--- src/design/rsrc_pkg.sv ---
`default_nettype none

package rsrc_pkg;

  localparam int unsigned MaxSegBytes = 1500;
  localparam int unsigned DupSat      = 15;

  typedef enum logic [1:0] {
    OP_SEND = 2'd0,
    OP_TICK = 2'd1,
    OP_ACK  = 2'd2,
    OP_NONE = 2'd3
  } op_t;

  typedef enum logic [2:0] {
    REG_START_SEQUENCE = 3'd0,
    REG_TOTAL_BYTES    = 3'd1,
    REG_SEGMENT_BYTES  = 3'd2,
    REG_TIMEOUT_TICKS  = 3'd3,
    REG_DUP_ACK_LIMIT  = 3'd4
  } reg_index_t;

  typedef struct packed {
    logic [1:0]  operation;
    logic [31:0] ack_number;
    logic [31:0] peer_sequence;
  } request_t;

  typedef struct packed {
    logic [31:0] segment_sequence;
    logic [31:0] segment_ack;
    logic [31:0] byte_offset;
    logic [10:0] byte_count;
    logic        is_retransmit;
    logic        all_acked;
  } result_t;

  typedef struct packed {
    logic [31:0] start_sequence;
    logic [31:0] total_bytes;
    logic [10:0] segment_bytes;
    logic [15:0] timeout_ticks;
    logic [3:0]  dup_ack_limit;
  } cfg_t;

  // Held request handed from the input register to the core
  typedef struct packed {
    logic     valid;
    request_t request;
  } stage_t;

endpackage

`default_nettype wire

--- src/design/rsrc_cfg_regs.sv ---
`default_nettype none

module rsrc_cfg_regs (
  input  wire logic          clk,
  input  wire logic          rst,
  input  wire logic          cfg_write_enable,
  input  wire logic [2:0]    cfg_index,
  input  wire logic [31:0]   cfg_data,
  output rsrc_pkg::cfg_t     cfg
);

  rsrc_pkg::cfg_t cfg_regs;

  always_ff @(posedge clk) begin
    if (rst) begin
      cfg_regs.start_sequence <= 32'd0;
      cfg_regs.total_bytes    <= 32'd0;
      cfg_regs.segment_bytes  <= 11'd1400;
      cfg_regs.timeout_ticks  <= 16'd100;
      cfg_regs.dup_ack_limit  <= 4'd3;
    end else if (cfg_write_enable) begin
      unique case (cfg_index)
        rsrc_pkg::REG_START_SEQUENCE: cfg_regs.start_sequence <= cfg_data;
        rsrc_pkg::REG_TOTAL_BYTES:    cfg_regs.total_bytes    <= cfg_data;
        rsrc_pkg::REG_SEGMENT_BYTES:  cfg_regs.segment_bytes  <= cfg_data[10:0];
        rsrc_pkg::REG_TIMEOUT_TICKS:  cfg_regs.timeout_ticks  <= cfg_data[15:0];
        rsrc_pkg::REG_DUP_ACK_LIMIT:  cfg_regs.dup_ack_limit  <= cfg_data[3:0];
        default: ;
      endcase
    end
  end

  assign cfg = cfg_regs;

endmodule

`default_nettype wire

--- src/design/rsrc_in_stage.sv ---
`default_nettype none

module rsrc_in_stage (
  input  wire logic               clk,
  input  wire logic               rst,
  input  wire logic               in_valid,
  output logic                    in_stall,
  input  wire rsrc_pkg::request_t in_request,
  input  wire logic               fire,
  output rsrc_pkg::stage_t        stage
);

  logic               held_valid;
  logic               held_valid_next;
  rsrc_pkg::request_t held_request;
  logic               accept;

  // Hold the request until the core consumes it
  assign in_stall = held_valid & ~fire;
  assign accept   = in_valid & ~in_stall;

  always_comb begin
    held_valid_next = held_valid;
    if (accept) begin
      held_valid_next = 1'b1;
    end else if (fire) begin
      held_valid_next = 1'b0;
    end
  end

  always_ff @(posedge clk) begin
    if (rst) begin
      held_valid <= 1'b0;
    end else begin
      held_valid <= held_valid_next;
    end
  end

  always_ff @(posedge clk) begin
    if (accept) begin
      held_request <= in_request;
    end
  end

  assign stage.valid   = held_valid;
  assign stage.request = held_request;

endmodule

`default_nettype wire

--- src/design/rsrc_core.sv ---
`default_nettype none

module rsrc_core (
  input  wire logic             clk,
  input  wire logic             rst,
  input  wire rsrc_pkg::cfg_t   cfg,
  input  wire rsrc_pkg::stage_t stage,
  output logic                  fire,
  output logic                  out_valid,
  input  wire logic             out_stall,
  output rsrc_pkg::result_t     out_result
);

  logic [31:0] next_offset;
  logic [31:0] next_offset_next;
  logic [31:0] base_offset;
  logic [31:0] base_offset_next;
  logic [3:0]  dup_count;
  logic [3:0]  dup_count_next;
  logic [15:0] timer_count;
  logic [15:0] timer_count_next;
  logic [31:0] last_peer_sequence;
  logic [31:0] last_peer_sequence_next;

  logic              result_valid;
  logic              result_valid_next;
  rsrc_pkg::result_t result;
  rsrc_pkg::result_t result_next;

  logic        out_free;
  logic        emit;
  logic        retx;
  logic [10:0] seg_size;
  logic        outstanding;
  logic [31:0] off_sel;
  logic [31:0] left;
  logic [10:0] seg_len;
  logic [15:0] timer_inc;
  logic [15:0] timeout_limit;
  logic [31:0] ack_offset;
  logic [3:0]  dup_inc;
  logic [3:0]  dup_limit;
  logic [31:0] peer_for_ack;

  assign out_free = ~result_valid | ~out_stall;
  assign fire     = stage.valid & out_free;

  always_comb begin
    if (cfg.segment_bytes == 11'd0) begin
      seg_size = 11'd1;
    end else if (cfg.segment_bytes > 11'(rsrc_pkg::MaxSegBytes)) begin
      seg_size = 11'(rsrc_pkg::MaxSegBytes);
    end else begin
      seg_size = cfg.segment_bytes;
    end
  end

  assign outstanding   = (base_offset < next_offset) && (base_offset < cfg.total_bytes);
  assign off_sel       = (stage.request.operation == rsrc_pkg::OP_SEND) ? next_offset
                                                                        : base_offset;
  assign left          = cfg.total_bytes - off_sel;
  assign seg_len       = (left < {21'd0, seg_size}) ? left[10:0] : seg_size;
  assign timer_inc     = timer_count + 16'd1;
  assign timeout_limit = (cfg.timeout_ticks == 16'd0) ? 16'd1 : cfg.timeout_ticks;
  assign ack_offset    = stage.request.ack_number - cfg.start_sequence;
  assign dup_inc       = (dup_count == 4'(rsrc_pkg::DupSat)) ? dup_count : dup_count + 4'd1;
  assign dup_limit     = (cfg.dup_ack_limit == 4'd0) ? 4'd1 : cfg.dup_ack_limit;
  assign peer_for_ack  = (stage.request.operation == rsrc_pkg::OP_ACK)
                       ? stage.request.peer_sequence : last_peer_sequence;

  always_comb begin
    next_offset_next        = next_offset;
    base_offset_next        = base_offset;
    dup_count_next          = dup_count;
    timer_count_next        = timer_count;
    last_peer_sequence_next = last_peer_sequence;
    emit                    = 1'b0;
    retx                    = 1'b0;

    unique case (stage.request.operation)
      rsrc_pkg::OP_SEND: begin
        if (next_offset < cfg.total_bytes) begin
          next_offset_next = next_offset + {21'd0, seg_len};
          timer_count_next = 16'd0;
          emit             = 1'b1;
        end
      end
      rsrc_pkg::OP_TICK: begin
        if (!outstanding) begin
          timer_count_next = 16'd0;
        end else if (timer_inc < timeout_limit) begin
          timer_count_next = timer_inc;
        end else begin
          timer_count_next = 16'd0;
          emit             = 1'b1;
          retx             = 1'b1;
        end
      end
      rsrc_pkg::OP_ACK: begin
        last_peer_sequence_next = stage.request.peer_sequence;
        if (ack_offset > next_offset) begin
          // beyond anything sent: drop
        end else if (ack_offset > base_offset) begin
          base_offset_next = ack_offset;
          dup_count_next   = 4'd0;
          timer_count_next = 16'd0;
        end else if (outstanding) begin
          if (dup_inc < dup_limit) begin
            dup_count_next = dup_inc;
          end else begin
            dup_count_next   = 4'd0;
            timer_count_next = 16'd0;
            emit             = 1'b1;
            retx             = 1'b1;
          end
        end
      end
      default: ;
    endcase
  end

  always_comb begin
    result_next.segment_sequence = cfg.start_sequence + off_sel;
    result_next.segment_ack      = peer_for_ack + 32'd1;
    result_next.byte_offset      = off_sel;
    result_next.byte_count       = seg_len;
    result_next.is_retransmit    = retx;
    result_next.all_acked        = (base_offset >= cfg.total_bytes);
  end

  always_comb begin
    result_valid_next = result_valid;
    if (fire) begin
      result_valid_next = emit;
    end else if (!out_stall) begin
      result_valid_next = 1'b0;
    end
  end

  always_ff @(posedge clk) begin
    if (rst) begin
      next_offset        <= 32'd0;
      base_offset        <= 32'd0;
      dup_count          <= 4'd0;
      timer_count        <= 16'd0;
      last_peer_sequence <= 32'd0;
      result_valid       <= 1'b0;
    end else begin
      result_valid <= result_valid_next;
      if (fire) begin
        next_offset        <= next_offset_next;
        base_offset        <= base_offset_next;
        dup_count          <= dup_count_next;
        timer_count        <= timer_count_next;
        last_peer_sequence <= last_peer_sequence_next;
      end
    end
  end

  always_ff @(posedge clk) begin
    if (fire && emit) begin
      result <= result_next;
    end
  end

  assign out_valid  = result_valid;
  assign out_result = result;

  // Acks never move the base past what has been sent
  a_base_le_next: assert property (@(posedge clk) disable iff (rst)
    base_offset <= next_offset)
    else $error("base_offset passed next_offset");

  // A fresh segment ends exactly at the send pointer while it waits
  a_send_end: assert property (@(posedge clk) disable iff (rst)
    (out_valid && !out_result.is_retransmit) |->
      (next_offset == out_result.byte_offset + {21'd0, out_result.byte_count}))
    else $error("fresh segment does not end at next_offset");

  // A retransmit always carries the base segment
  a_retx_base: assert property (@(posedge clk) disable iff (rst)
    (out_valid && out_result.is_retransmit) |-> (out_result.byte_offset == base_offset))
    else $error("retransmit not at base_offset");

  // Every emitted segment carries payload
  a_nonempty: assert property (@(posedge clk) disable iff (rst)
    out_valid |-> (out_result.byte_count != 11'd0))
    else $error("empty segment emitted");

endmodule

`default_nettype wire

--- src/design/reliable_sender_retransmit_control_unit.sv ---
// A request is held in the input register, then its segment is captured in the result register.
// Throughput: one request per cycle unless a waiting segment is stalled; the input register and the
// result register let a new request enter while a finished segment still waits downstream.
// Sends, ticks and acks that produce no segment still take one pass through the core.
// Reset (synchronous, rst high) clears the offsets, counters and valids and loads
// the configuration defaults.
`default_nettype none

module reliable_sender_retransmit_control_unit (
  input  wire logic               clk,
  input  wire logic               rst,
  input  wire logic               cfg_write_enable,
  input  wire logic [2:0]         cfg_index,
  input  wire logic [31:0]        cfg_data,
  input  wire logic               in_valid,
  output logic                    in_stall,
  input  wire rsrc_pkg::request_t in_request,
  output logic                    out_valid,
  input  wire logic               out_stall,
  output rsrc_pkg::result_t       out_result
);

  rsrc_pkg::cfg_t   cfg;
  rsrc_pkg::stage_t stage;
  logic             fire;

  rsrc_cfg_regs u_cfg_regs (
    .clk              (clk),
    .rst              (rst),
    .cfg_write_enable (cfg_write_enable),
    .cfg_index        (cfg_index),
    .cfg_data         (cfg_data),
    .cfg              (cfg)
  );

  rsrc_in_stage u_in_stage (
    .clk        (clk),
    .rst        (rst),
    .in_valid   (in_valid),
    .in_stall   (in_stall),
    .in_request (in_request),
    .fire       (fire),
    .stage      (stage)
  );

  rsrc_core u_core (
    .clk        (clk),
    .rst        (rst),
    .cfg        (cfg),
    .stage      (stage),
    .fire       (fire),
    .out_valid  (out_valid),
    .out_stall  (out_stall),
    .out_result (out_result)
  );

endmodule

`default_nettype wire

--- config.mk ---
export PLATFORM = sky130hd
export DESIGN_NAME = reliable_sender_retransmit_control_unit
export DESIGN_NICKNAME = d
export VERILOG_FILES = /design/src/design/rsrc_pkg.sv /design/src/design/rsrc_cfg_regs.sv /design/src/design/rsrc_in_stage.sv /design/src/design/rsrc_core.sv /design/src/design/reliable_sender_retransmit_control_unit.sv
export SDC_FILE = /design/constraint.sdc
export NUM_CORES = 1
export LEC_CHECK = 0
export ABC_AREA = 1
export ABC_CLOCK_PERIOD_IN_PS = 7700
export BUFFER_PORTS_ARGS = -buffer_cell sky130_fd_sc_hd__buf_4
export CORE_ASPECT_RATIO = 2
export CORE_MARGIN = 4
export CORE_UTILIZATION = 35
export DETAILED_ROUTE_END_ITERATION = 8
export PLACE_DENSITY = 0.56
export SYNTH_ARGS = -nofsm -noshare
export SYNTH_HDL_FRONTEND = slang
export SYNTH_HIERARCHICAL = 1
export SYNTH_SLANG_ARGS = --single-unit
--- constraint.sdc ---
create_clock -name clk -period 7.7 [get_ports clk]
set_input_delay 0.385 -clock clk [delete_from_list [all_inputs] [get_ports clk]]
set_output_delay 0.385 -clock clk [all_outputs]
set_load 0.02 [all_outputs]
==> flow_metrics.py, run 1 <==
metrics = {
    "outcome": {
        "status": "finished, final reports clean",
    },
    "route": {
        "wl_per_cell_um": 20.20,
        "antenna_left": 0,
        "viasPerCell": 5.102,
        "drtPass1Iterations": 6,
        "wirelength_mm": 99.63,
        "drc_errors": 0,
        "drt_iter0_markers": 1348,
        "via_count": 25170,
    },
    "sta": {
        "finalMaxSlewViolations": 0,
        "finalSetupTns_ps": 0,
        "fin_crit_ps": 7061,
        "rsz0062_at_grt": "false",
        "relSlewSlack_pct": 34.76,
        "period_share_pct": 91.70,
        "skew_ps": 32.29,
        "hold_violations": 0,
        "tightest_slew_ps": 978.7,
        "setup_viol": 0,
        "timing.fmax_ghz": 0.1416,
    },
    "clock_network": {
        "cts_sinks": 388,
        "numCtsBuffers": 40,
        "clock_latency_ps": 600,
        "cts_setup_buffers": 0,
        "clockBufferDepth": 3,
        "path_clk_slew_ps": 70,
        "h-tree-depth": 2,
        "clockRootBuffer": "clkbuf_16",
        "cts_tree": "built",
    },
    "yosys": {
        "synth_top_area_cell": "edfxtp_1",
        "yosys.area.top_type_share_pct": 19.63,
        "synthesis.nets": 3997,
        "synthArstFlopShare_pct": 0,
        "ys_seq_area_share_pct": 35.56,
        "synth_area_leaders": "edfxtp_1, dfxtp_1, ha_1",
        "avgSynthCellArea_sq_um": 7.412,
        "synth-edff-count": 175,
        "synth_common_cells": "nand2_1, inv_1, nor2_1",
        "synth_seq_cells": 388,
        "syn-cell-area_sq_um": 26770,
        "synth_flop_cell": "dfxtp_1",
        "synth_warnings": 6,
        "synth.most_common_cell": "nand2_1",
        "syn-instance-count": 3611,
        "synth_cell_types": 54,
    },
    "power_and_ir_drop": {
        "power_frac_seq_pct": 39.0,
        "ir_drop_v": 0.0001880,
        "power.total_mw": 5.984,
        "p_int_mw": 3.936,
        "clockPowerShare_pct": 34.5,
        "p_sw_mw": 2.048,
        "combinationalPowerShare_pct": 26.5,
        "p_sw_share_pct": 34.22,
        "power.leakage_nw": 14.22,
        "power_density_nw_per_um2": 189.5,
    },
    "hold_path": {
        "min_to": "u_cfg_regs/cfg[26]",
        "holdPathStages": 3,
        "min_from": "cfg_data[6]",
        "hp-class": "primary input to flop",
    },
    "cells_and_area": {
        "area_delta_synth_final_pct": 17.96,
        "drive_above_1_share_pct": 10.08,
        "fin_util_pct": 41.62,
        "nNetsFinal": 4272,
    },
    "global_route": {
        "grtUsageMet3_pct": 2.724,
        "overflow": 0,
        "use_met1_pct": 24.84,
        "track_usage_pct": 23.94,
        "grt_pass1_vias": 25620,
        "met2_usage_pct": 45.15,
        "antenna_found_initial": 1,
        "grt_max_degree": 82,
        "grt_pass1_wl_mm": 148.3,
        "top_usage_layer": "met2",
    },
    "worst_setup_path": {
        "crit_type": "flop to flop",
        "max_stage_delay_ps": 630,
        "r2r-end": "u_core/next_offset[31]",
        "end_kind": "flop",
        "cp_slowest_cell": "ha_1",
        "cp_top_family": "simple AND/OR/NAND/NOR gates",
        "r2r-start": "u_in_stage/stage[64]",
        "reg2reg_slack_ps": 640,
        "path_max_fanout": 16,
        "crit_top_cell": "nand2_1",
        "cp.required_ps": 8230,
        "startpoint_type": "flop",
        "path_buf_inv": 8,
        "critical_path_arrival_ps": 7590,
        "r2r.worst_path.cells": 37,
    },
    "floorplanning": {
        "die_width_um": 203.5,
        "die_h_um": 399.1,
        "initial_core_util_pct": 35.28,
        "fp-row-count": 143,
        "ioPinCount": 217,
        "core_area_sq_um": 75860,
        "dieArea_sq_um": 81230,
    },
    "placement": {
        "gp_congestion": 0.9721,
        "dp_hpwl_mm": 81.51,
        "portBuffers": 216,
    },
    "run": {
        "drv_cap": 0,
    },
}
metal layers:
layer	vias up	share of wire, %
li1	12580	-
met1	11630	36
met2	696	52
met3	262	4.0
met4	2	7.6
met5	-	0.0070
flip-flops by register name, summed over array words and instances (netlist names):
signal                     cells
u_cfg_regs/cfg                95
u_core/base_offset            32
u_core/dup_count               4
u_core/last_peer_sequence     32
u_core/next_offset            32
u_core/out_result            109
u_core/out_valid               1
u_core/timer_count            16
u_in_stage/held_valid          1
u_in_stage/stage              66
tightest hold or removal path: stages:
cell	delay, ps
buf_4	110
nand2_1	50
nand3_1	50
through the flow:
stage / setup slack, ps / hold WS, ps / cells / cell area, sq um
floorplan: 1502 / 428.9 / 3611 / 26770
global placement: 392.4 / 445.1 / 4788 / 29530
detailed placement: 246.0 / 447.1 / 4788 / 29530
CTS: 245.6 / 1.004 / 4932 / 31570
global route: 175.2 / 38.42 / 4932 / 31570
finish: 639.0 / 29.92 / 4933 / 31570
worst max-delay path by stage:
| stage | start | to | slack (ps) | cells past startpoint |
|---|---|---|---|---|
| 3_5_place_dp | u_in_stage/stage[64] | u_core/next_offset[28] | 250 | 31 |
| 6_report | u_in_stage/stage[64] | u_core/next_offset[31] | 640 | 37 |
| 3_3_place_gp | u_in_stage/stage[64] | u_core/next_offset[31] | 390 | 32 |
| 4_1_cts | u_in_stage/stage[64] | u_core/next_offset[28] | 250 | 31 |
| 5_1_grt | u_in_stage/stage[64] | u_core/next_offset[16] | 180 | 32 |
| 2_1_floorplan | u_in_stage/stage[32] | u_core/out_result[0] | 1500 | 28 |
layout make-up:
cell class	count	area [sq um]
repair buffers	318	2590
inverters	463	1745
multi-input cells	2675	15110
well taps	1015	1270
fillers	8038	44290
flip-flops and latches	388	9519
clock inverters	24	265.3
clock buffers	49	1066
diodes	1	2.502
kinds of logic after synthesis:
family                   share of synthesized area, %
multiplexers                                   0.3366
flip-flops                                      35.56
XOR/XNOR                                        4.483
AND/OR/NAND/NOR                                 25.95
buffers and inverters                           8.078
AO/OA/AOI/OAI                                   12.44
adder cells (fa/ha/maj)                         13.15
cells in the final DEF, fill, tap and decap left out, drive strengths merged, types with 71 or more instances in the layout:
cell         instances
a21oi              288
buf                247
dfxtp              213
dlygate4sd3         71
edfxtp             175
ha                 278
inv                468
nand2              795
nand3              245
nor2               445
o21ai              213
xor2               105
timing repair:
action / CTS / global route
resized for setup: 0 / 1
endpoints found under the hold margin: 71 / 0
endpoints found under the setup margin: 0 / 7
hold buffers: 71 / 0
power by group through the flow:
stage	Combinational (mW)	Sequential [mW]	Clock, mW
global placement	1.55	2.38	0
finish	1.59	2.33	2.06
floorplan	0.991	2.39	0
detailed placement	1.55	2.38	0
global route	1.76	2.34	2.19
CTS	1.59	2.33	2.13
(Power assumes the default switching activity.)
==> run 2, diff against run 1 <==
- BUFFER_PORTS_ARGS: -buffer_cell sky130_fd_sc_hd__buf_4 -> -buffer_cell sky130_fd_sc_hd__buf_2
- CELL_PAD_IN_SITES_DETAIL_PLACEMENT: default -> 1
- CELL_PAD_IN_SITES_GLOBAL_PLACEMENT: default -> 1
- PLACE_DENSITY: 0.56 -> 0.71
==> run 2 against run 1 <==
Largest cell class unchanged. Worst setup slack worse by 78 ps. Power up 0.68%. Largest power group unchanged. Via count up 2.2%. Fmax down 1.1%. Clock power up 3%. Critical path depth down 4.
==> flow_metrics.py, run 2 (synthesis gave the netlist of run 1 again) <==
metrics = {
    "sta": {
        "layout_setup_ws_ps": 561.0,
        "relSlewSlack_pct": 31.29,
        "finalMaxSlewViolations": 0,
        "skew_ps": 22.74,
        "setup_viol": 0,
        "hold_violations": 0,
        "tightest_slew_ps": 1021,
        "period_share_pct": 92.71,
        "fin_crit_ps": 7139,
        "timing.fmax_ghz": 0.1401,
    },
    "placement": {
        "post-place-ws_ps": 275.3,
        "gp_congestion": 0.9739,
        "dp_hpwl_mm": 84.83,
        "portBuffers": 216,
        "placed_area_sq_um": 28920,
    },
    "worst_setup_path": {
        "crit_top_cell": "nand2_1",
        "cp.required_ps": 8220,
        "critical_path_arrival_ps": 7660,
        "r2r-start": "u_in_stage/stage[64]",
        "startpoint_type": "flop",
        "max_stage_delay_ps": 470,
        "r2r-end": "u_core/next_offset[31]",
        "reg2reg_slack_ps": 560,
        "r2r.worst_path.cells": 33,
        "path_max_fanout": 16,
        "path_buf_inv": 5,
        "crit_type": "flop to flop",
        "cp_slowest_cell": "a21oi_1",
        "end_kind": "flop",
        "cp_top_family": "compound AO/OA/AOI/OAI gates",
    },
    "global_route": {
        "track_usage_pct": 25.26,
        "grt_max_degree": 85,
        "grt_pass1_wl_mm": 158.2,
        "grt_pass1_vias": 27690,
        "overflow": 0,
        "antenna_found_initial": 3,
    },
    "outcome": {
        "status": "finished, final reports clean",
    },
    "clock_network": {
        "clock_latency_ps": 590,
        "numCtsBuffers": 41,
        "h-tree-depth": 2,
        "cts_setup_buffers": 0,
        "clockRootBuffer": "clkbuf_16",
        "cts_sinks": 388,
        "clockBufferDepth": 3,
        "cts_tree": "built",
        "path_clk_slew_ps": 70,
    },
    "cells_and_area": {
        "final_cell_area_sq_um": 30980,
        "n_fill_cell": 9614,
        "final_cell_mix": "nand2_1, inv_1, nor2_1",
        "largest_reg_flops": 109,
        "register_area_sq_um": 9519,
        "final_common_cell": "nand2_1",
        "drive_above_1_share_pct": 9.980,
        "fin_util_pct": 40.84,
        "multi_input_area_sq_um": 15130,
        "nNetsFinal": 4261,
        "area_delta_synth_final_pct": 15.74,
    },
    "floorplanning": {
        "initial_core_util_pct": 35.28,
        "die_h_um": 399.1,
        "die_width_um": 203.5,
        "core_area_sq_um": 75860,
        "fp-row-count": 143,
        "ioPinCount": 217,
        "dieArea_sq_um": 81230,
    },
    "power_and_ir_drop": {
        "ir_drop_v": 0.0001876,
        "power.leakage_nw": 13.98,
        "power_density_nw_per_um2": 194.5,
    },
    "hold_path": {
        "min_to": "u_cfg_regs/cfg[6]",
        "hp-class": "primary input to flop",
        "holdPathStages": 3,
        "min_from": "cfg_data[2]",
    },
    "route": {
        "via_count": 25730,
        "wirelength_mm": 104.6,
        "antenna_left": 0,
        "viasPerCell": 5.226,
        "drc_errors": 0,
        "drtPass1Iterations": 5,
        "drt_iter0_markers": 972,
        "wl_per_cell_um": 21.24,
    },
    "run": {
        "drv_cap": 0,
    },
}
==> run 2: cell count changes in the layout (fill, tap and decap cells not counted), sizes merged <==
cell         before  now
buf             247  240
dlygate4sd3      71   66
clkbuf           49   52
clkinvlp          1    3
clkinv           14   13
inv             468  467
==> run 2: final cells by class <==
class	instances	area share (%)
Multi-Input combinational cell	2675	48.83
Antenna cell	1	0.008078
Sequential cell	388	30.73
Timing Repair Buffer	306	6.244
Inverter	463	5.634
Clock buffer	52	3.683
Tap cell	1015	4.099
Clock inverter	24	0.7754
==> run 2: stage by stage <==
step	cells	hold WS, ps	total power [mW]	TNS (ps)
floorplan	3611	428.9	3.377	0
global placement	4781	444.1	3.890	0
detailed placement	4781	456.4	3.917	0
CTS	4923	4.076	6.104	0
global route	4924	47.29	6.351	-1.170
finish	4924	41.62	6.025	0
==> run 2: worst register-to-register path: cells and delay by family (launching register included) <==
family	cells	cell delay, ps
fa+ha+maj	4	1290
compound gates	10	2620
simple gates	12	1480
flops	1	420
xor+xnor	2	360
buf+inv	5	910
==> run 2: what timing repair did <==
action / CTS / global route
endpoints found under the setup margin: 0 / 11
hold buffers: 66 / 0
endpoints found under the hold margin: 66 / 0
gates resized for setup: 0 / 4
==> run 2: how the worst max path moves through the flow <==
stage	endpoint	slack (ps)	startpoint	depth (start not counted)
floorplan	u_core/out_result[0]	1500	u_in_stage/stage[32]	28
global route	u_core/next_offset[31]	-1	u_in_stage/stage[64]	37
finish	u_core/next_offset[31]	560	u_in_stage/stage[64]	33
detailed placement	u_core/next_offset[31]	280	u_in_stage/stage[64]	33
CTS	u_core/next_offset[31]	250	u_in_stage/stage[65]	33
global placement	u_core/next_offset[31]	530	u_in_stage/stage[64]	33
==> run 2: layer usage <==
metal	GRT usage [%]	vias up	wire, um
li1	-	12530	-
met1	25.67	12370	38410
met2	48.42	568	54920
met3	2.522	263	3068
met4	16.35	4	8150
met5	0	-	20
==> run 2: power by group <==
part           leakage (nW)  total (mW)  internal (mW)  switching [mW]
clock                 0.678        2.12           1.19           0.928
sequential             3.36        2.34           2.27          0.0707
combinational          9.95        1.57          0.503            1.07
